### src/rtl/hlup_pkg.sv
// Constants and codes shared by the header line parser and its checker.
package hlup_pkg;

	localparam int LENGTH_BITS = 16;

	localparam logic [7:0] CH_COLON = 8'h3A;
	localparam logic [7:0] CH_SPACE = 8'h20;
	localparam logic [7:0] CH_TAB   = 8'h09;
	localparam logic [7:0] CH_CR    = 8'h0D;
	localparam logic [7:0] CH_LF    = 8'h0A;

	localparam logic [1:0] KIND_NONE  = 2'd0;
	localparam logic [1:0] KIND_NAME  = 2'd1;
	localparam logic [1:0] KIND_VALUE = 2'd2;

	localparam logic [1:0] LE_NONE  = 2'd0;
	localparam logic [1:0] LE_DONE  = 2'd1;
	localparam logic [1:0] LE_BLANK = 2'd2;
	localparam logic [1:0] LE_ERR   = 2'd3;

	localparam logic [2:0] PH_NAME     = 3'd0;
	localparam logic [2:0] PH_NAME_CR  = 3'd1;
	localparam logic [2:0] PH_SKIP     = 3'd2;
	localparam logic [2:0] PH_VALUE    = 3'd3;
	localparam logic [2:0] PH_VAL_CR   = 3'd4;
	localparam logic [2:0] PH_VAL_CRLF = 3'd5;
	localparam logic [2:0] PH_FOLD     = 3'd6;

endpackage

### src/rtl/header_line_unfolding_parser.sv
// Header line parser with line unfolding: one text byte in, one result word out.
//
//  channel  dir  handshake          payload
//  s_*      in   s_tvalid/s_tready  s_tdata[7:0]  data_byte
//  m_*      out  m_tvalid/m_tready  m_tuser[1:0] out_kind; m_tdata out_byte, line_end,
//                                   line_length
//
// Every accepted byte yields exactly one result word, in the cycle after acceptance.
// Throughput is one byte per cycle unless m stalls: the phase and line-count update
// is a single compare-and-select step from the input byte to the output register.
// arst_n clears the phase to the name phase, the line count to zero and m_tvalid.
// A stalled m side holds the result word; s_tready drops only while a word waits
// and m_tready is low, so a new byte enters in the same cycle the old word leaves.
module header_line_unfolding_parser (
	input  logic        clk,
	input  logic        arst_n,
	input  logic        s_tvalid,
	output logic        s_tready,
	input  logic [7:0]  s_tdata,   // [7:0] data_byte
	output logic        m_tvalid,
	input  logic        m_tready,
	output logic [31:0] m_tdata,   // [7:0] out_byte, [9:8] line_end, [25:10] line_length,
	                               // [31:26] zero
	output logic [1:0]  m_tuser    // [1:0] out_kind
);

	localparam int LB = hlup_pkg::LENGTH_BITS;

	// Parser state
	logic [2:0]    phase_q;
	logic [LB-1:0] cnt_q;

	// Next-state and result terms
	logic [2:0]    ph_eff;
	logic [2:0]    nxt_phase;
	logic [LB-1:0] cnt_inc;
	logic [LB-1:0] nxt_cnt;
	logic          proc;
	logic          to_value;
	logic          is_blank;
	logic          is_sep;
	logic [1:0]    kind;
	logic [7:0]    ob;
	logic [1:0]    le;
	logic [15:0]   len;
	logic          s_acc;

	// Clamp a line count to the 16-bit report field.
	function automatic logic [15:0] clamp_len(input logic [LB-1:0] c);
		logic [31:0] v;
		v = 32'(c);
		return (v > 32'h0000_FFFF) ? 16'hFFFF : v[15:0];
	endfunction

	assign s_tready = !m_tvalid || m_tready;
	assign s_acc    = s_tvalid && s_tready;

	assign is_blank = (s_tdata == hlup_pkg::CH_SPACE) || (s_tdata == hlup_pkg::CH_TAB);
	assign is_sep   = is_blank || (s_tdata == hlup_pkg::CH_COLON);

	// Saturating increment: the count sticks at all ones.
	assign cnt_inc = (cnt_q == {LB{1'b1}}) ? cnt_q : cnt_q + LB'(1);

	always_comb begin
		kind      = hlup_pkg::KIND_NONE;
		ob        = 8'h00;
		le        = hlup_pkg::LE_NONE;
		len       = 16'h0000;
		nxt_phase = phase_q;
		nxt_cnt   = cnt_inc;
		ph_eff    = phase_q;
		proc      = 1'b1;
		to_value  = 1'b0;

		// First, resolve the phases that wait on the byte after a CR or a CR LF.
		unique case (phase_q)
			hlup_pkg::PH_NAME_CR, hlup_pkg::PH_VAL_CR: begin
				if (s_tdata == hlup_pkg::CH_LF) begin
					proc = 1'b0;
					if (phase_q == hlup_pkg::PH_NAME_CR) begin
						// Blank or name-only line: report it with the LF counted.
						le        = hlup_pkg::LE_BLANK;
						len       = clamp_len(cnt_inc);
						nxt_cnt   = '0;
						nxt_phase = hlup_pkg::PH_NAME;
					end else begin
						nxt_phase = hlup_pkg::PH_VAL_CRLF;
					end
				end else begin
					// Lone CR: flag it and restart this byte as a new line.
					le      = hlup_pkg::LE_ERR;
					len     = clamp_len(cnt_q);
					nxt_cnt = LB'(1);
					ph_eff  = hlup_pkg::PH_NAME;
				end
			end
			hlup_pkg::PH_VAL_CRLF: begin
				if (is_blank) begin
					// Fold: the blank run collapses into one space.
					proc      = 1'b0;
					kind      = hlup_pkg::KIND_VALUE;
					ob        = hlup_pkg::CH_SPACE;
					nxt_phase = hlup_pkg::PH_FOLD;
				end else begin
					// Header done; this byte opens the next line.
					le      = hlup_pkg::LE_DONE;
					len     = clamp_len(cnt_q);
					nxt_cnt = LB'(1);
					ph_eff  = hlup_pkg::PH_NAME;
				end
			end
			hlup_pkg::PH_NAME, hlup_pkg::PH_SKIP, hlup_pkg::PH_VALUE, hlup_pkg::PH_FOLD: begin
			end
			default: ph_eff = hlup_pkg::PH_NAME;
		endcase

		// Then handle the byte as part of the current line.
		if (proc) begin
			nxt_phase = ph_eff;
			unique case (ph_eff)
				hlup_pkg::PH_NAME: begin
					if (is_sep) begin
						nxt_phase = hlup_pkg::PH_SKIP;
					end else if (s_tdata == hlup_pkg::CH_CR) begin
						nxt_phase = hlup_pkg::PH_NAME_CR;
					end else begin
						kind = hlup_pkg::KIND_NAME;
						ob   = s_tdata;
					end
				end
				hlup_pkg::PH_SKIP: to_value = !is_sep;
				hlup_pkg::PH_FOLD: to_value = !is_blank;
				default:           to_value = 1'b1;
			endcase
			if (to_value) begin
				if (s_tdata == hlup_pkg::CH_CR) begin
					nxt_phase = hlup_pkg::PH_VAL_CR;
				end else begin
					kind      = hlup_pkg::KIND_VALUE;
					ob        = s_tdata;
					nxt_phase = hlup_pkg::PH_VALUE;
				end
			end
		end
	end

	// Advance state on every accepted byte.
	always_ff @(posedge clk or negedge arst_n) begin
		if (!arst_n) begin
			phase_q <= hlup_pkg::PH_NAME;
			cnt_q   <= '0;
		end else if (s_acc) begin
			phase_q <= nxt_phase;
			cnt_q   <= nxt_cnt;
		end
	end

	// Output register valid: set on accept, drop once taken.
	always_ff @(posedge clk or negedge arst_n) begin
		if (!arst_n) begin
			m_tvalid <= 1'b0;
		end else if (s_acc) begin
			m_tvalid <= 1'b1;
		end else if (m_tready) begin
			m_tvalid <= 1'b0;
		end
	end

	// Output payload: load with each accepted byte, hold otherwise.
	always_ff @(posedge clk) begin
		if (s_acc) begin
			m_tdata <= {6'd0, len, le, ob};
			m_tuser <= kind;
		end
	end

endmodule

### config.mk
export PLATFORM = sky130hd
export DESIGN_NAME = header_line_unfolding_parser
export DESIGN_NICKNAME = d
export VERILOG_FILES = /design/src/rtl/hlup_pkg.sv /design/src/rtl/header_line_unfolding_parser.sv
export SDC_FILE = /design/constraint.sdc
export NUM_CORES = 1
export LEC_CHECK = 0
export ABC_AREA = 1
export BUFFER_PORTS_ARGS = -buffer_cell sky130_fd_sc_hd__buf_2
export CORE_AREA = 4 4 79 81
export DETAILED_ROUTE_END_ITERATION = 16
export DIE_AREA = 0 0 83 85
export PLACE_DENSITY_LB_ADDON = 0.12
export SYNTH_ARGS = -nofsm -noshare
export SYNTH_HDL_FRONTEND = slang
export SYNTH_SLANG_ARGS = --single-unit
### constraint.sdc
create_clock -name clk -period 3.54 [get_ports clk]
set_clock_uncertainty 0.2 [all_clocks]
set_input_delay 0.708 -clock clk [delete_from_list [all_inputs] [get_ports clk]]
set_output_delay 0.708 -clock clk [all_outputs]
set_load 0.005 [all_outputs]
==> results of run 1 <==
cells in the mapped netlist:
cell / n
nand2_1: 70
inv_1: 36
edfxtp_1: 28
nand2_2: 21
dfrtp_1: 20
nor2_1: 20
nand3_1: 18
inv_2: 15
o22ai_1: 13
o21ai_0: 11
o21ai_2: 10
o21ai_1: 9
nor3_2: 7
buf_4: 6
nor2_2: 5
xor2_1: 5
clkbuf_1: 4
a21oi_1: 3
nand3_2: 3
nand4_1: 3
buf_2: 2
nand4_2: 2
nor3_1: 2
a21oi_2: 1
conb_1: 1
ha_1: 1
inv_4: 1
inv_8: 1
nand2_4: 1
nand3b_1: 1
nor2_4: 1
nor2_8: 1
nor3_4: 1
or2_4: 1
xor2_2: 1
sequential cells by signal, summed over array words and instances, names as in the netlist:
| name | flops |
|---|---|
| m_tdata | 26 |
| cnt_q | 16 |
| phase_q | 3 |
| m_tuser | 2 |
| m_tvalid | 1 |
logic make-up after synthesis:
| kind of cell | Yosys count |
|---|---|
| compound gates | 47 |
| xor+xnor | 6 |
| fa+ha+maj | 1 |
| buf+inv | 65 |
| flops | 48 |
| other cells | 1 |
| simple gates | 157 |
stage by stage:
| step | instance area [um^2] | hold slack (ns) |
|---|---|---|
| 2_1_floorplan | 2830 | 0.212 |
| 3_3_place_gp | 3070 | 0.303 |
| 3_5_place_dp | 3070 | 0.310 |
| 4_1_cts | 3180 | 0.180 |
| 5_1_grt | 3180 | 0.196 |
| 6_report | 3180 | 0.163 |
worst reg2reg max path, delay by kind of cell, from the launching register on:
family                   cells  cell delay (ns)
flip-flops                   1             0.46
AND/OR/NAND/NOR              8             0.96
AO/OA/AOI/OAI                1             0.07
adder cells (fa/ha/maj)      1             0.22
cell type report:
class | instances | area (um^2) | area share
clock buffers | 6 | 72.6 | 0.0228
clock inverters | 2 | 35.0 | 0.0110
inverters | 53 | 209 | 0.0657
multi-input cells | 217 | 1210 | 0.380
flip-flops and latches | 48 | 1340 | 0.422
well taps | 72 | 90.1 | 0.0283
repair buffers | 42 | 225 | 0.0708
layout by cell type (no fill, tap or decap), drive strengths merged, types with 4 or more instances in the layout:
cell,synthesis,routed
o22ai,13,13
nor2,27,27
nor3,10,10
inv,53,53
conb,1,6
dfrtp,20,20
clkbuf,4,6
nand2,92,92
o21ai,30,30
buf,8,42
nand4,5,5
xor2,6,6
nand3,21,21
a21oi,4,4
edfxtp,28,28
layer usage:
metal	vias to the layer above	wire, um	GRT usage
met5	-	0	0
met1	1023	2700	0.228
met4	0	56	0.0401
li1	1136	-	-
met3	5	313	0.0417
met2	46	2530	0.270
worst paths after layout:
| check | end | cells after the start | from | slack [ns] |
|---|---|---|---|---|
| hold / removal | cnt_q[12] | 1 | arst_n | 0.16 |
| setup reg to reg | m_tdata[19] | 10 | cnt_q[0] | 1.39 |
| min in group clk | m_tvalid | 2 | m_tvalid | 0.33 |
| setup / recovery | m_tdata[19] | 10 | cnt_q[0] | 1.39 |
| max in group asynchronous | cnt_q[6] | 1 | arst_n | 2.64 |
| hold reg to reg | m_tvalid | 2 | m_tvalid | 0.33 |
power breakdown:
group	total, mW	switching [mW]	internal [mW]	leakage [nW]
clock network	0.384	0.174	0.210	0.0552
registers	0.765	0.0599	0.705	0.545
logic	0.579	0.389	0.189	0.903
total	1.73	0.624	1.10	1.50
==> results.cfg, run 1 <==
[timing]
worst_slew_pin_slew_ns = 0.589
slew_headroom = 0.607
maxSlewViolCount = 0
setup_viol = 0
rsz0062_at_grt = no
finalHoldViolations = 0
post-route-period-util = 0.609
fmax_mhz = 464
totalNegativeSetupSlack_ns = 0
setup_ws_ns = 1.39
period_needed_ns = 2.15

[synth]
yosys.area.top_type = edfxtp_1
syn_area_mm2 = 0.00281
synth_seq_cells = 48
yosys.cell_types.count = 35
synth_fa_ha_area_frac = 0.00445
yosys_warnings = 0
postSynthAreaPerCell_um2 = 8.64
synth_cells = 325
synth_top_family_by_area = simple AND/OR/NAND/NOR gates
synth_xor_area_frac = 0.0214
synth-compound-area-share = 0.104
synth_top_area_share = 0.299
yosysSeqAreaShare = 0.478
yosys.area_share.simple = 0.292
synthMuxAreaShare = 0
yosys-top-cells-area = edfxtp_1, dfrtp_1, nand2_1

[pwr]
power_density_mw_per_mm2 = 543
vdd_drop_max_v = 0.000278
finalPower_mw = 1.73
leakage_nw = 1.50

[finish]
nFillCells = 534
area_growth_syn_to_layout_pct = 13.2
finalNonFillerCells = 440
finish.utilization = 0.581
drive_above_1_share = 0.332
num_antenna_cells = 0
fin_nets = 380

[global_routing]
grt_start_max_net_pins = 27
antenna_found_initial = 0
grt_pass1_vias = 2141
grtUsageTotal = 0.167
grt_pass1_wl_mm = 9.77
overflow = 0

[outcome]
status = finished clean

[placement]
place_inst = 432
place_ws_ns = 1.18
gp_congestion = 0.901
port_buffers = 41
hpwlAfterDp_mm = 4.27

[job]
drv_cap = 0

[routing]
via_per_inst = 5.02
wl_per_cell_um = 12.7
drc = 0
dr.pass1.iters = 4
num_vias = 2210
drtIter0Drc = 143
wl_mm = 5.60
postRouteAntennaNets = 0

[clocking]
post_cts_resized = 0
cts_tree = yes
cts_made_buffers = 5
root_buffer = clkbuf_8
cts.sink_count = 48
clk_path_buf_depth = 2
post_cts_buffers = 0
htree_levels = 2
clock_latency_ns = 0.30
clk_pin_slew_ns = 0.09
hold_buffers = 0

[floorplan]
io_pins = 48
core_area_mm2 = 0.00547
start_util = 0.513
die_area_mm2 = 0.00706
die_x_um = 83
die_h_um = 85
rows = 27

[setup_path]
critPathBufInv = 0
crit_type = reg -> reg
path_delay_family = simple AND/OR/NAND/NOR gates
cp.arrival_ns = 2.00
crit_path_cell_trace = ha_1 -> nand2_2 -> nor3_2 -> nand2_2 -> nor3_2 -> nand3_1 -> nand3b_1 -> nand2_1 -> nand2_1 -> o21ai_1
critPathRequiredTime_ns = 3.39
cp_max_fo = 4
cpPeakStageDelay_ns = 0.46
critPathLaunchType = flop
cp-end-kind = flop
slowest_stage = dfrtp_1

[min_path]
min_path_type = in -> async
Note: power is estimated with default switching activity, not from simulation.
==> inputs of run 2 (changes only) <==
--- a/config.mk
+++ b/config.mk
@@ -7,9 +7,9 @@
 export LEC_CHECK = 0
 export ABC_AREA = 1
 export BUFFER_PORTS_ARGS = -buffer_cell sky130_fd_sc_hd__buf_2
-export CORE_AREA = 4 4 79 81
+export CORE_AREA = 4 4 80 82
 export DETAILED_ROUTE_END_ITERATION = 16
-export DIE_AREA = 0 0 83 85
+export DIE_AREA = 0 0 84 86
 export PLACE_DENSITY_LB_ADDON = 0.12
 export SYNTH_ARGS = -nofsm -noshare
 export SYNTH_HDL_FRONTEND = slang
==> constraint.sdc (replaced) <==
create_clock -name clk -period 1.8 [get_ports clk]
set_clock_uncertainty 0.2 [all_clocks]
set_input_delay 0.36 -clock clk [delete_from_list [all_inputs] [get_ports clk]]
set_output_delay 0.36 -clock clk [all_outputs]
set_load 0.005 [all_outputs]
==> run 2 against run 1 <==
The flow now finishes with violations (negative setup slack). First-iteration DRC count is 4.9% higher. Highest routed layer unchanged. Clock power rose by 100%. Register-to-register slack lost 1.6 ns. Critical path depth unchanged. Count of clock-buffer cells in the layout shrank 1. Critical path type unchanged. Core utilization increased by 14 points. Non-clock buffer count increased by 77.
==> results.cfg, run 2 (same netlist as run 1, synthesis figures left out) <==
[outcome]
status = finished with violations
violations = negative setup slack

[floorplan]
rows = 28
core_area_mm2 = 0.00575
die_x_um = 84
start_util = 0.489
die_area_mm2 = 0.00722
io_pins = 48
die_h_um = 86

[finish]
num_antenna_cells = 0
largest_reg_flops = 26
mostFrequentLayoutCells = buf_4, nand2_1, buf_2, inv_1, edfxtp_1
top_regs = m_tdata x26, cnt_q x16, phase_q x3
final_common_cell = buf_4
final_area_mm2 = 0.00412
largest_register = m_tdata
nFillCells = 441
area_growth_syn_to_layout_pct = 46.8
fin_nets = 458
drive_above_1_share = 0.529
finish.utilization = 0.718

[clocking]
clk_path_buf_depth = 2
root_buffer = clkbuf_8
cts_tree = yes
clk_pin_slew_ns = 0.09
htree_levels = 2
cts.sink_count = 48
cts_made_buffers = 5
clock_latency_ns = 0.30

[timing]
post-route-period-util = 1.11
worst_slew_pin_slew_ns = 0.531
totalNegativeSetupSlack_ns = -2.24
finalHoldViolations = 0
holdWs_ns = 0.0405
rsz0062_at_grt = yes
maxSlewViolCount = 0
period_needed_ns = 2.00
setup_ws_ns = -0.199
slew_headroom = 0.646
fmax_mhz = 500
setup_viol = 36

[routing]
num_vias = 2595
drtIter0Drc = 150
dr.pass1.iters = 5
wl_mm = 7.32
postRouteAntennaNets = 0
via_per_inst = 4.98
drc = 0
wl_per_cell_um = 14.0

[placement]
gp_congestion = 0.820
placed_cell_area_mm2 = 0.00356
hpwlAfterDp_mm = 4.71
port_buffers = 41

[setup_path]
cp_max_fo = 8
slowest_stage = dfrtp_1
path_delay_family = simple AND/OR/NAND/NOR gates
reg2reg_depth = 10
cp-end-kind = flop
crit_path_cell_trace = ha_2 -> nand2_2 -> inv_2 -> nand2_2 -> or2_4 -> nor2_8 -> inv_6 -> nand2_2 -> nor2_1 -> o21ai_1
cpPeakStageDelay_ns = 0.37
crit_path_frequent_cell = nand2_2
critPathBufInv = 2
cp.depth = 10
cp.arrival_ns = 1.93
crit_type = reg -> reg
critPathLaunchType = flop
critPathRequiredTime_ns = 1.73

[pwr]
intPower_mw = 2.90
power_density_mw_per_mm2 = 1120
pwr-share-clk = 0.168
combPwrFrac = 0.514
p_seq_frac = 0.319
netSwitchingPower_mw = 1.72
vdd_drop_max_v = 0.00112
swShare = 0.372
leakage_nw = 1.99

[job]
drv_cap = 0

[min_path]
min_path_type = in -> reg
hold_depth = 1

[global_routing]
antenna_found_initial = 0
grt_pass1_vias = 2382
grt_start_max_net_pins = 21
overflow = 0
grtUsageTotal = 0.188
grt_pass1_wl_mm = 10.8
run 2: layout make-up:
cell class,count,area (um^2),area share
Tap cell,75,93.8,0.0228
Clock inverter,3,37.5,0.00910
Clock buffer,5,68.8,0.0167
Multi-Input combinational cell,217,1480,0.360
Inverter,53,224,0.0543
Sequential cell,48,1340,0.325
Timing Repair Buffer,119,867,0.210
Timing Repair inverter,1,8.76,0.00212
run 2: per-stage QoR:
step | power [mW] | std cells | setup slack, ns
floorplan | 2.36 | 330 | -0.102
global placement | 3.07 | 495 | -0.144
detailed placement | 3.08 | 495 | -0.165
CTS | 3.95 | 511 | -0.103
global route | 4.85 | 521 | -0.332
finish | 4.62 | 521 | -0.199
run 2: repair_timing:
item / in CTS / in global routing
hold buffers: 1 / 0
setup buffers: 7 / 8
setup endpoints to repair: 33 / 41
gates resized for setup: 14 / 53
endpoints found under the hold margin: 20 / 0
pin swaps: 3 / 21
gates cloned: 0 / 2
run 2: power by group through the flow:
stage                     sequential [mW]  clock, mW  combinational, mW
final                                1.47      0.775               2.37
after global routing                 1.49      0.836               2.52
after CTS                            1.47      0.792               1.69
after detailed placement             1.49          0               1.59
after global placement               1.49          0               1.57
after floorplan                      1.53          0              0.837
run 2: final timing paths:
path	slack (ns)	to	from
worst max-delay path	-0.20	m_tdata[25]	cnt_q[0]
worst min-delay path	0.04	m_tdata[7]	s_tdata[7]
worst max register to register	-0.20	m_tdata[25]	cnt_q[0]
worst min register to register	0.33	m_tvalid	m_tvalid
max in group asynchronous	0.68	cnt_q[15]	arst_n
min in group asynchronous	0.37	phase_q[0]	arst_n
run 2: metal layers:
metal | wire (um) | vias up | global-route usage
met5 | 0 | - | 0
met4 | 128 | 0 | 0.0541
met3 | 350 | 13 | 0.0375
li1 | - | 1299 | -
met1 | 3180 | 1217 | 0.244
met2 | 3650 | 66 | 0.322
